`config.mk`:
```
export PLATFORM = sky130hd
export DESIGN_NAME = gyro_rate_bias_correction
export DESIGN_NICKNAME = d
export VERILOG_FILES = /design/src/rtl/gbc_pkg.sv /design/src/rtl/gbc_ctrl.sv /design/src/rtl/gbc_datapath.sv /design/src/rtl/gyro_rate_bias_correction.sv
export VERILOG_INCLUDE_DIRS = /design/src /design/src/rtl
export SDC_FILE = /design/constraint.sdc
export NUM_CORES = 2
export LEC_CHECK = 0
export ABC_CLOCK_PERIOD_IN_PS = 10100
export BUFFER_PORTS_ARGS = -buffer_cell sky130_fd_sc_hd__buf_4
export CORE_MARGIN = 8
export CORE_UTILIZATION = 60
export CTS_CLUSTER_SIZE = 25
export DETAILED_ROUTE_END_ITERATION = 8
export HOLD_SLACK_MARGIN = 0.15
export MAX_ROUTING_LAYER = met4
export PLACE_DENSITY = 0.83
export SLEW_MARGIN = 10
export SYNTH_ARGS = -nofsm -noshare
export SYNTH_HDL_FRONTEND = slang
export SYNTH_SLANG_ARGS = --single-unit
```
`constraint.sdc`:
```
create_clock -name clk -period 10.1 [get_ports clk]
set_clock_uncertainty 0.15 [all_clocks]
set_input_delay 2.02 -clock clk [delete_from_list [all_inputs] [get_ports clk]]
set_output_delay 2.02 -clock clk [all_outputs]
set_load 0.01 [all_outputs]
```
`src/rtl/assert_macros.svh`:
```
// Assertion macros used by the gyro bias correction sequencer.
`ifndef ASSERT_MACROS_SVH
`define ASSERT_MACROS_SVH
`ifndef NO_ASSERTIONS
// Check prop on every clock edge outside reset.
`define GBC_ASSERT(name, prop, msg) \
	name: assert property (@(posedge clk) disable iff (!arst_n) prop) else $error(msg);
// Check that cond never holds outside reset.
`define GBC_NEVER(name, cond, msg) \
	name: assert property (@(posedge clk) disable iff (!arst_n) !(cond)) else $error(msg);
`else
`define GBC_ASSERT(name, prop, msg)
`define GBC_NEVER(name, cond, msg)
`endif
`endif

```
`src/rtl/gbc_pkg.sv`:
```
// Types, constants and helpers for the gyro rate bias correction block.
`default_nettype none
package gbc_pkg;

	localparam int COUNT_BITS_DEF = 16;
	localparam int FRAC_BITS      = 8;
	localparam int VAL_BITS       = 20;
	localparam int PADDR_W        = 4;

	// dps per LSB times 2^(16+FRAC_BITS), 16.4 LSB per dps, rounded
	localparam logic [23:0] SCALE_RESET =
		24'(((64'd655360 << FRAC_BITS) + 64'd82) / 64'd164);

	localparam logic signed [VAL_BITS-1:0] VAL_MAX = 20'sh7FFFF;
	localparam logic signed [VAL_BITS-1:0] VAL_MIN = 20'sh80000;

	localparam logic [1:0] REG_SCALE  = 2'd0;
	localparam logic [1:0] REG_INVERT = 2'd1;
	localparam logic [1:0] REG_LEARN  = 2'd2;

	typedef enum logic [1:0] {
		FUNC_SAMPLE     = 2'd0,
		FUNC_CAL_START  = 2'd1,
		FUNC_CAL_FINISH = 2'd2,
		FUNC_LEARN      = 2'd3
	} func_t;

	typedef enum logic [3:0] {
		ST_IDLE,
		ST_MUL_SAMPLE,
		ST_MUL_LEARN,
		ST_SCALE,
		ST_RATE,
		ST_LEARN,
		ST_START,
		ST_FAIL,
		ST_DIV_LOAD,
		ST_DIV,
		ST_DIV_END,
		ST_WRITE
	} state_t;

	typedef struct packed {
		logic capture;
		logic mul;
		logic mul_learn;
		logic scale;
		logic rate;
		logic learn;
		logic cal_start;
		logic cal_fail;
		logic div_load;
		logic div_step;
		logic div_end;
		logic load_out;
		logic ok;
	} cmd_t;

	typedef struct packed {
		logic cal_active;
		logic count_zero;
	} stat_t;

	function automatic logic signed [VAL_BITS-1:0] sat_val(input logic signed [31:0] v);
		logic signed [VAL_BITS-1:0] r;
		if (v > 32'sd524287) begin
			r = VAL_MAX;
		end else if (v < -32'sd524288) begin
			r = VAL_MIN;
		end else begin
			r = v[VAL_BITS-1:0];
		end
		return r;
	endfunction

endpackage
`default_nettype wire

```
`src/rtl/gbc_ctrl.sv`:
```
// Sequencer for the gyro bias correction block.
`default_nettype none
`include "assert_macros.svh"
module gbc_ctrl #(
	parameter int COUNT_BITS = gbc_pkg::COUNT_BITS_DEF
) (
	input  wire logic          clk,
	input  wire logic          arst_n,
	input  wire logic          in_valid,
	output logic               in_ready,
	input  wire logic [1:0]    func,
	input  wire logic          read_ok,
	output logic               out_valid,
	input  wire logic          out_ready,
	input  wire gbc_pkg::stat_t stat,
	output gbc_pkg::cmd_t      cmd
);
	import gbc_pkg::*;

	localparam int SUM_BITS = VAL_BITS + COUNT_BITS;
	localparam int CNT_W    = $clog2(SUM_BITS);

	state_t           state_q, state_d;
	logic [CNT_W-1:0] cnt_q;
	logic             ok_q, ok_d;
	logic             out_valid_q;

	always_ff @(posedge clk or negedge arst_n) begin
		if (!arst_n) begin
			state_q <= ST_IDLE;
		end else begin
			state_q <= state_d;
		end
	end

	always_comb begin
		state_d = state_q;
		ok_d    = 1'b1;
		cmd     = '0;
		cmd.ok  = ok_q;
		unique case (state_q)
			ST_IDLE: begin
				if (in_valid) begin
					cmd.capture = 1'b1;
					unique case (func_t'(func))
						FUNC_SAMPLE: begin
							if (read_ok) begin
								state_d = ST_MUL_SAMPLE;
							end else begin
								ok_d    = 1'b0;
								state_d = ST_WRITE;
							end
						end
						FUNC_CAL_START: state_d = ST_START;
						FUNC_CAL_FINISH: begin
							if (!stat.cal_active) begin
								ok_d    = 1'b0;
								state_d = ST_WRITE;
							end else if (stat.count_zero) begin
								ok_d    = 1'b0;
								state_d = ST_FAIL;
							end else begin
								state_d = ST_DIV_LOAD;
							end
						end
						FUNC_LEARN: state_d = ST_MUL_LEARN;
					endcase
				end
			end
			ST_MUL_SAMPLE: begin
				cmd.mul = 1'b1;
				state_d = ST_SCALE;
			end
			ST_MUL_LEARN: begin
				cmd.mul       = 1'b1;
				cmd.mul_learn = 1'b1;
				state_d       = ST_LEARN;
			end
			ST_SCALE: begin
				cmd.scale = 1'b1;
				state_d   = ST_RATE;
			end
			ST_RATE: begin
				cmd.rate = 1'b1;
				state_d  = ST_WRITE;
			end
			ST_LEARN: begin
				cmd.learn = 1'b1;
				state_d   = ST_WRITE;
			end
			ST_START: begin
				cmd.cal_start = 1'b1;
				state_d       = ST_WRITE;
			end
			ST_FAIL: begin
				cmd.cal_fail = 1'b1;
				state_d      = ST_WRITE;
			end
			ST_DIV_LOAD: begin
				cmd.div_load = 1'b1;
				state_d      = ST_DIV;
			end
			ST_DIV: begin
				cmd.div_step = 1'b1;
				if (cnt_q == '0) begin
					state_d = ST_DIV_END;
				end
			end
			ST_DIV_END: begin
				cmd.div_end = 1'b1;
				state_d     = ST_WRITE;
			end
			ST_WRITE: begin
				if (!out_valid_q || out_ready) begin
					cmd.load_out = 1'b1;
					state_d      = ST_IDLE;
				end
			end
			default: state_d = ST_IDLE;
		endcase
	end

	// Count divider steps, one quotient bit each.
	always_ff @(posedge clk or negedge arst_n) begin
		if (!arst_n) begin
			cnt_q <= '0;
		end else if (state_q == ST_DIV_LOAD) begin
			cnt_q <= CNT_W'(SUM_BITS - 1);
		end else if (state_q == ST_DIV) begin
			cnt_q <= cnt_q - 1'b1;
		end
	end

	always_ff @(posedge clk or negedge arst_n) begin
		if (!arst_n) begin
			ok_q        <= 1'b0;
			out_valid_q <= 1'b0;
		end else begin
			if (cmd.capture) begin
				ok_q <= ok_d;
			end
			if (cmd.load_out) begin
				out_valid_q <= 1'b1;
			end else if (out_ready) begin
				out_valid_q <= 1'b0;
			end
		end
	end

	assign in_ready  = (state_q == ST_IDLE);
	assign out_valid = out_valid_q;

	`GBC_ASSERT(a_one_item, in_valid && in_ready |=> !in_ready, "second item taken mid-work")
	`GBC_ASSERT(a_div_len, state_q == ST_DIV && cnt_q == '0 |=> state_q == ST_DIV_END, "divider overrun")
	`GBC_ASSERT(a_load_valid, cmd.load_out |=> out_valid_q, "loaded result not shown")
	`GBC_NEVER(a_no_overwrite, cmd.load_out && out_valid_q && !out_ready, "pending result overwritten")

endmodule
`default_nettype wire

```
`src/rtl/gbc_datapath.sv`:
```
// State registers, shared multiplier and serial divider of the bias correction block.
`default_nettype none
module gbc_datapath #(
	parameter int COUNT_BITS = gbc_pkg::COUNT_BITS_DEF
) (
	input  wire logic                             clk,
	input  wire logic                             arst_n,
	input  wire gbc_pkg::cmd_t                    cmd,
	output gbc_pkg::stat_t                        stat,
	input  wire logic signed [15:0]               raw_rate,
	input  wire logic [23:0]                      scale,
	input  wire logic                             invert,
	input  wire logic [15:0]                      track_gain,
	output logic signed [gbc_pkg::VAL_BITS-1:0]   rate_out,
	output logic signed [gbc_pkg::VAL_BITS-1:0]   raw_dps,
	output logic signed [gbc_pkg::VAL_BITS-1:0]   bias_out,
	output logic                                  ok,
	output logic                                  calibrating
);
	import gbc_pkg::*;

	localparam int SUM_BITS = VAL_BITS + COUNT_BITS;
	localparam logic [SUM_BITS-1:0] POS_LIM = SUM_BITS'(20'h7FFFF);
	localparam logic [SUM_BITS-1:0] NEG_LIM = SUM_BITS'(21'h80000);

	// architectural state
	logic signed [VAL_BITS-1:0] last_raw_q, bias_q, saved_q, last_rate_q;
	logic signed [SUM_BITS-1:0] sum_q;
	logic [COUNT_BITS-1:0]      count_q;
	logic                       active_q;

	// working registers
	logic signed [15:0]         raw_q;
	logic signed [20:0]         diff_q;
	logic signed [45:0]         prod_q;
	logic [SUM_BITS-1:0]        dvd_q;
	logic [COUNT_BITS-1:0]      rem_q;
	logic                       neg_q;

	// result registers
	logic signed [VAL_BITS-1:0] rate_out_q, raw_dps_q, bias_out_q;
	logic                       ok_out_q, cal_out_q;

	logic signed [20:0]         cur_diff;
	logic signed [21:0]         rate_pre;
	logic signed [20:0]         mul_a;
	logic signed [24:0]         mul_b;
	logic signed [29:0]         prod_sh;
	logic signed [30:0]         learn_sum;
	logic [SUM_BITS-1:0]        sum_mag;
	logic [COUNT_BITS:0]        trial, trial_sub;
	logic                       trial_ge;
	logic [VAL_BITS-1:0]        neg_low;
	logic signed [VAL_BITS-1:0] div_res;
	logic                       count_full;

	assign cur_diff = {last_raw_q[VAL_BITS-1], last_raw_q} - {bias_q[VAL_BITS-1], bias_q};
	assign rate_pre = invert ? -{cur_diff[20], cur_diff} : {cur_diff[20], cur_diff};

	assign mul_a = cmd.mul_learn ? diff_q : {{5{raw_q[15]}}, raw_q};
	assign mul_b = cmd.mul_learn ? $signed({9'b0, track_gain}) : $signed({1'b0, scale});

	// arithmetic shift right 16 floors toward minus infinity
	assign prod_sh   = prod_q[45:16];
	assign learn_sum = {{11{bias_q[VAL_BITS-1]}}, bias_q} + {prod_sh[29], prod_sh};

	assign count_full = (count_q == {COUNT_BITS{1'b1}});
	assign sum_mag    = sum_q[SUM_BITS-1] ? (~sum_q + 1'b1) : sum_q;

	// restoring division step on the magnitude
	assign trial     = {rem_q, dvd_q[SUM_BITS-1]};
	assign trial_ge  = (trial >= {1'b0, count_q});
	assign trial_sub = trial - {1'b0, count_q};

	assign neg_low = ~dvd_q[VAL_BITS-1:0] + 1'b1;

	always_comb begin
		if (neg_q) begin
			div_res = (dvd_q > NEG_LIM) ? VAL_MIN : neg_low;
		end else begin
			div_res = (dvd_q > POS_LIM) ? VAL_MAX : dvd_q[VAL_BITS-1:0];
		end
	end

	always_ff @(posedge clk or negedge arst_n) begin
		if (!arst_n) begin
			last_raw_q  <= '0;
			bias_q      <= '0;
			saved_q     <= '0;
			last_rate_q <= '0;
			sum_q       <= '0;
			count_q     <= '0;
			active_q    <= 1'b0;
		end else if (cmd.scale) begin
			last_raw_q <= sat_val({{2{prod_sh[29]}}, prod_sh});
		end else if (cmd.rate) begin
			last_rate_q <= sat_val({{10{rate_pre[21]}}, rate_pre});
			if (active_q && !count_full) begin
				sum_q   <= sum_q + {{(SUM_BITS-VAL_BITS){last_raw_q[VAL_BITS-1]}}, last_raw_q};
				count_q <= count_q + 1'b1;
			end
		end else if (cmd.learn) begin
			bias_q <= sat_val({learn_sum[30], learn_sum});
		end else if (cmd.cal_start) begin
			if (!active_q) begin
				saved_q <= bias_q;
			end
			bias_q   <= '0;
			sum_q    <= '0;
			count_q  <= '0;
			active_q <= 1'b1;
		end else if (cmd.cal_fail) begin
			bias_q   <= saved_q;
			active_q <= 1'b0;
		end else if (cmd.div_end) begin
			bias_q      <= div_res;
			last_rate_q <= '0;
			active_q    <= 1'b0;
		end
	end

	always_ff @(posedge clk) begin
		if (cmd.capture) begin
			raw_q  <= raw_rate;
			diff_q <= cur_diff;
		end
		if (cmd.mul) begin
			prod_q <= mul_a * mul_b;
		end
		if (cmd.div_load) begin
			dvd_q <= sum_mag;
			rem_q <= '0;
			neg_q <= sum_q[SUM_BITS-1];
		end else if (cmd.div_step) begin
			dvd_q <= {dvd_q[SUM_BITS-2:0], trial_ge};
			rem_q <= trial_ge ? trial_sub[COUNT_BITS-1:0] : trial[COUNT_BITS-1:0];
		end
		if (cmd.load_out) begin
			rate_out_q <= last_rate_q;
			raw_dps_q  <= last_raw_q;
			bias_out_q <= bias_q;
			ok_out_q   <= cmd.ok;
			cal_out_q  <= active_q;
		end
	end

	assign stat.cal_active = active_q;
	assign stat.count_zero = (count_q == '0);

	assign rate_out    = rate_out_q;
	assign raw_dps     = raw_dps_q;
	assign bias_out    = bias_out_q;
	assign ok          = ok_out_q;
	assign calibrating = cal_out_q;

endmodule
`default_nettype wire

```
`src/rtl/gyro_rate_bias_correction.sv`:
```
// Items step through the sequencer to out_valid: a sample via multiply, scale and rate; a learn
// via multiply and learn; a calibration start or empty finish via its start or fail step; a
// failed read or finish while idle straight to write; other finishes via divider load, the serial
// divider (one bit of the 20+COUNT_BITS bit sum per step) and divider end. One item at a time;
// the next is taken once the result is in the output register, even while it waits for out_ready.
// Reset (arst_n low, asynchronous): bias, sums and flags clear, registers take defaults.
`default_nettype none
module gyro_rate_bias_correction #(
	parameter int COUNT_BITS = gbc_pkg::COUNT_BITS_DEF
) (
	input  wire logic                           clk,
	input  wire logic                           arst_n,
	// APB-style register port
	input  wire logic                           psel,
	input  wire logic                           penable,
	input  wire logic                           pwrite,
	input  wire logic [gbc_pkg::PADDR_W-1:0]    paddr,
	input  wire logic [31:0]                    pwdata,
	output logic [31:0]                         prdata,
	output logic                                pready,
	// input items
	input  wire logic                           in_valid,
	output logic                                in_ready,
	input  wire logic [1:0]                     func,
	input  wire logic signed [15:0]             raw_rate,
	input  wire logic                           read_ok,
	// result items
	output logic                                out_valid,
	input  wire logic                           out_ready,
	output logic signed [gbc_pkg::VAL_BITS-1:0] rate_out,
	output logic signed [gbc_pkg::VAL_BITS-1:0] raw_dps,
	output logic signed [gbc_pkg::VAL_BITS-1:0] bias_out,
	output logic                                ok,
	output logic                                calibrating
);
	import gbc_pkg::*;

	logic [23:0] scale_q;
	logic        invert_q;
	logic [15:0] learn_q;
	logic        reg_wr;
	cmd_t        cmd;
	stat_t       stat;

	// A register write lands on the access phase of the transfer.
	assign pready = 1'b1;
	assign reg_wr = psel && penable && pwrite && pready;

	always_ff @(posedge clk or negedge arst_n) begin
		if (!arst_n) begin
			scale_q  <= SCALE_RESET;
			invert_q <= 1'b0;
			learn_q  <= '0;
		end else if (reg_wr) begin
			unique case (paddr[3:2])
				REG_SCALE:  scale_q  <= pwdata[23:0];
				REG_INVERT: invert_q <= pwdata[0];
				REG_LEARN:  learn_q  <= pwdata[15:0];
				default: ;
			endcase
		end
	end

	// Read back: zero-extend each register, unused slots read zero.
	always_comb begin
		unique case (paddr[3:2])
			REG_SCALE:  prdata = {8'b0, scale_q};
			REG_INVERT: prdata = {31'b0, invert_q};
			REG_LEARN:  prdata = {16'b0, learn_q};
			default:    prdata = '0;
		endcase
	end

	// The sequencer steps through each function; the datapath holds the bias and calibration state.
	gbc_ctrl #(
		.COUNT_BITS(COUNT_BITS)
	) u_ctrl (
		.clk      (clk),
		.arst_n   (arst_n),
		.in_valid (in_valid),
		.in_ready (in_ready),
		.func     (func),
		.read_ok  (read_ok),
		.out_valid(out_valid),
		.out_ready(out_ready),
		.stat     (stat),
		.cmd      (cmd)
	);

	gbc_datapath #(
		.COUNT_BITS(COUNT_BITS)
	) u_datapath (
		.clk        (clk),
		.arst_n     (arst_n),
		.cmd        (cmd),
		.stat       (stat),
		.raw_rate   (raw_rate),
		.scale      (scale_q),
		.invert     (invert_q),
		.track_gain (learn_q),
		.rate_out   (rate_out),
		.raw_dps    (raw_dps),
		.bias_out   (bias_out),
		.ok         (ok),
		.calibrating(calibrating)
	);

endmodule
`default_nettype wire

```
* After elaboration in Yosys (flattened, before gate mapping)
Cells that the tools add are included. Widths: inputs -> output; s select.
Word-level totals: register bits after elaboration 384, bits in latches 0, RAM bits 0, ROM bits 0, input bits 62, memories kept 0
Operators by class: add/subtract/negate cells 9, $mul 1, divide/modulo/power cells 0, order comparisons 9, equal/unequal tests 24, shift operators 0, muxes and demuxes 69, bitwise gates (word level) 6, reductions and logical operators 29
Operators with widths (count):
- $mux 20 | 18
- $mux 36 | 7
- $mux 16 | 5
- $pmux 24 s3 | 1
- $mul 21x25->46 | 1
- $add 36x1->36 const B | 1
- $add 36x36->36 | 1
- $gt 36x19->1 const B | 1
- $gt 36x20->1 const B | 1
- $not 36->36 | 1
- $pmux 4 s8 | 1
- $add 20x30->31 | 1
- $gt 31x20->1 const B | 1
- $lt 31x20->1 const B | 1
- $gt 30x20->1 const B | 1
- $lt 30x20->1 const B | 1
- $mux 1 | 24
- $mux 24 | 1
- $mux 4 | 6
- $gt 22x20->1 const B | 1
- $lt 22x20->1 const B | 1
- $mux 22 | 1
- $neg 22->22 | 1
- $mux 21 | 1
- 36 further kinds | 68

* Depth between registers and ports, before layout
depth after elaboration 8, depth in mapped cells 34

* Cells and area by module
From an unflattened synthesis, not the netlist that was laid out.
Unflattened totals: cells, all modules 4134, area total of the unflattened synthesis 38289.2 um^2
Modules (own cells, without submodules):
- gbc_datapath | instances 1, cells each 3896, area each 35522.8 um^2
- gyro_rate_bias_correction | instances 1, cells each 146, area each 1959.4 um^2
- gbc_ctrl | instances 1, cells each 92, area each 807.0 um^2

* Worst setup path before layout
OpenSTA, ideal clock, no wires.
kind register to register, start point register u_ctrl.state_q[2], end point register u_datapath.prod_q[36] (data pin), data arrival time 8442 ps, required time 9688 ps, path slack 1246 ps, cell stages (with the launch flop) 30, path buffers 4, cell sequence dfrtp_1 clkbuf_1 nor4b_4 clkbuf_1 buf_1 mux2i_1 clkbuf_1 nor2_1 fa_1 fa_1 inv_1 fa_1 inv_1 fa_1 fa_1 fa_1 inv_1 fa_1 inv_1 ha_1 a211oi_1 nand2_1 or3_1 nand4b_1 a31oi_1 o21a_1 a21bo_2 o41ai_1 o21bai_1 xor2_1
On the way: longest elaborated chain between the ends 4, elaborated cells between the ends (all ways) 5, classes of those cells mul (1); eq/ne (1); mux (3)
RTL lines:
- from (decl) | line gbc_ctrl.sv:23 | state_t state_q, state_d;
- from (signal assigned) | line gbc_ctrl.sv:32 | state_q <= state_d;
- $eq 4x2->1 (*) | line gbc_ctrl.sv:41 | unique case (state_q)
- $mux 1 (*) | line gbc_ctrl.sv:41
- $mux 21 / $mux 24 (equally long branches) | line gbc_datapath.sv:60, gbc_datapath.sv:61
- $mul 21x25->46 (*) | line gbc_datapath.sv:128 | prod_q <= mul_a * mul_b;
- to (signal assigned) | line gbc_datapath.sv:128
- to (decl) | line gbc_datapath.sv:35 | logic signed [45:0] prod_q;
Every way passes the cells marked *; elsewhere a longest branch is shown, timed or not. A chain may end at the register's enable or synchronous reset.

* Worst setup path in the final report
Ends and elaborated chain as after synthesis.

==> summary.md <==
| Metric | Value |
|---|---|
| Status | finished, final reports clean |
| Port bufs | 139 |
| Synthesis Warnings | 0 |
| Core box area | ~63,000 µm² |
| Placed wire-length estimate | 78,700 µm |
| Iteration-0 DRC Markers | 2,908 |
| Slew Limit Headroom | 0.152 |
| Routability cong. | roughly 1 |
| Clock Tree Buf Depth | 3 |
| Vias per cell | ~6.0 |
| # hold bufs at CTS | 0 |
| CP Max Fanout | 37 |
| Max Cap Viol | 0 |
| Post-Syn Instances | 4,123 |
| Largest net degree at the start of global routing | 118 |
| Die X | 268 µm |
| WL final | 102,000 µm |
| Clk_lat worst skew | 620 ps |
| Share of synthesized registers carrying an async set or reset | 0.505 |
| # fillers | roughly 4,900 |
| Synth top area cells | fa_1, edfxtp_1, dfrtp_1 |
| CTS tree | yes |
| Post-synth EDFFs | 166 |
| Endpoints failing setup | 0 |
| CTS buffer count | 44 |
| Tightest Pin Transition | 1270 ps |
| Ant diodes | 0 |
| Post-synth top flop | dfrtp_1 |
| Final Hold Violating Endpoints | 0 |
| Tmin final | between 9000 and 10,000 ps |
| WP data required | 10,290 ps |
| Setup Total Neg Slack | 0 ps |
| Most frequent cell after synthesis | inv_1 |
| CP Launch Type | flop |
| Initial antenna violation count | 0 |
| Synth Register Bits | around 370 |
| Starting density of the core | 0.606 |
| Site row count | 92 |
| Clk pin slew, worst setup/hold paths | 60 ps |
| First-pass GRT wire length | 162,000 µm |
| Die height | 268 µm |
| Layout cells sized above 1 | 0.0983 |
| # clock sinks | 368 |
| DRC viols | 0 |
| Post-CTS sizing | 0 |
| ANT nets after route | 0 |
| Area Growth Syn to Fin | 9.41% |
| WL per Instance | 19.9 µm |
| Post CTS Setup Buffer Count | 0 |
| Seq/Total Area, Yosys | 0.261 |
| Gr usage total | 0.292 |
| Nets@finish | between 4,000 and 5,000 |
| Total I/O pin count | 159 |
| Worst setup path class | flop to flop |
| Root Buffer | clkbuf_16 |
| Gr ovfl total | 0 |
| Yosys top cell area share | 0.220 |
| Hold/Removal Path Class | flop to flop |
| Via Count | a little over 30,000 |
| Crit path capture type | flop |
| FMAX | 106 MHz |
| Synthesized area | 38,100 µm² |
| Synth area leader | fa_1 |
| Top cells by count, synth | inv_1, nand2_1, fa_1 |
| Period utilisation layout | 0.935 |
| TritonRoute pass-1 iters | 7 |
| Die ar. | 71,900 µm² |
| H-tree Lvls | 2 |
| RSZ-0062 raised after global routing | false |
| Yosys cell types | 101 |
| Worst path arrival time | 9640 ps |
| Max-slew violations | 0 |
| Syn avg cell area | 9.25 µm² |
| Vias in the first global route | 29,893 |
-- final timing paths --
path	start	endpoint	slack [ps]	cells after the start
max	u_ctrl.state_q[2]	u_datapath.prod_q[36]	650	27
min	u_datapath.last_rate_q[13]	u_datapath.rate_out[13]	290	0
max reg2reg	u_ctrl.state_q[2]	u_datapath.prod_q[36]	650	27
min reg2reg	u_datapath.last_rate_q[13]	u_datapath.rate_out[13]	290	0
max in group asynchronous	arst_n	scale_q[14]	6790	2
min in group asynchronous	arst_n	u_datapath.bias_q[16]	1460	1
-- cell families after synthesis --
logic type | share of synthesized area
other | 0.000197
adder cells (fa/ha/maj) | 0.314
buffers and inverters | 0.0800
AO/OA/AOI/OAI | 0.121
multiplexers | 0.0346
flip-flops | 0.261
AND/OR/NAND/NOR | 0.151
XOR/XNOR | 0.0381
-- cell type report --
cell class,instances,area (µm²),area share
clock buffer,48,1150,0.0275
clock inverter,34,453,0.0109
inverter,631,2370,0.0568
multi-input combinational,2969,25200,0.604
sequential,368,9970,0.239
tap,846,1060,0.0254
timing repair buffer,203,1540,0.0370
-- layer usage --
metal,share of wire,vias to the layer above,global-route usage
met5,0,-,-
met4,0.045,0,0.110
met3,0.093,283,0.0515
met2,0.46,1363,0.446
met1,0.40,14935,0.389
li1,-,13816,-
-- registers in the layout (all words and copies together) (netlist names), 20 cells and up --
register and count:
u_datapath.saved_q 20, u_datapath.bias_q 20, u_datapath.prod_q 30, u_datapath.diff_q 21, u_datapath.sum_q 36, u_datapath.raw_dps 20, u_datapath.rate_out 20, u_datapath.last_rate_q 20
scale_q 24, u_datapath.bias_out 20, u_datapath.last_raw_q 20, u_datapath.dvd_q 36
-- stage by stage --
step	utilization	worst slack [ps]	instance area, µm²	instances	hold WS [ps]
after global placement	0.637	843	40100	5017	282
after CTS	0.663	748	41700	5099	290
after floorplan	-	1250	38200	4130	275
after global routing	0.663	284	41700	5099	296
after detailed placement	0.637	814	40100	5017	284
final	0.663	653	41700	5099	286
-- worst max-delay path, cell delays in order, from the launching register on --
cell and delay (ps):
dfrtp_1 490, nor4b_4 760, buf_12 300, nor2b_1 150
a21oi_1 140, buf_4 280, clkinv_1 480, nand2_1 250
fa_1 440, fa_1 540, inv_1 50, fa_1 520
fa_1 540, fa_1 540, fa_1 560, inv_1 60
fa_1 530, inv_1 40, ha_1 330, a21oi_1 180
nor2_1 90, a21oi_1 220, a31oi_1 210, o21a_1 270
a21bo_2 230, o41ai_1 480, o21bai_1 140, xor2_1 160
-- layout by cell type, fill, tap and decap left out, types with 17 or more instances in the layout --
cell,n
fa_1,419
or2_2,17
or3_1,28
ha_1,287
inv_1,630
xor2_1,76
o21a_1,28
clkbuf_16,45
buf_4,201
o21ai_0,183
edfxtp_1,166
nor2b_1,42
a31oi_1,23
nor3_1,38
a21oi_1,126
a211oi_1,21
o211ai_1,25
mux2i_1,61
xnor2_1,90
dfrtp_1,175
a21o_1,51
and2_1,46
nor2_1,320
nand2b_1,22
a22o_1,33
o31ai_1,20
nand4_1,24
nand3_1,40
nor4_1,24
nand2_1,608
and3_1,25
mux2_2,63
Power is not shown: default switching activity piles up to over one toggle a cycle in this logic, so the estimate is an artifact.
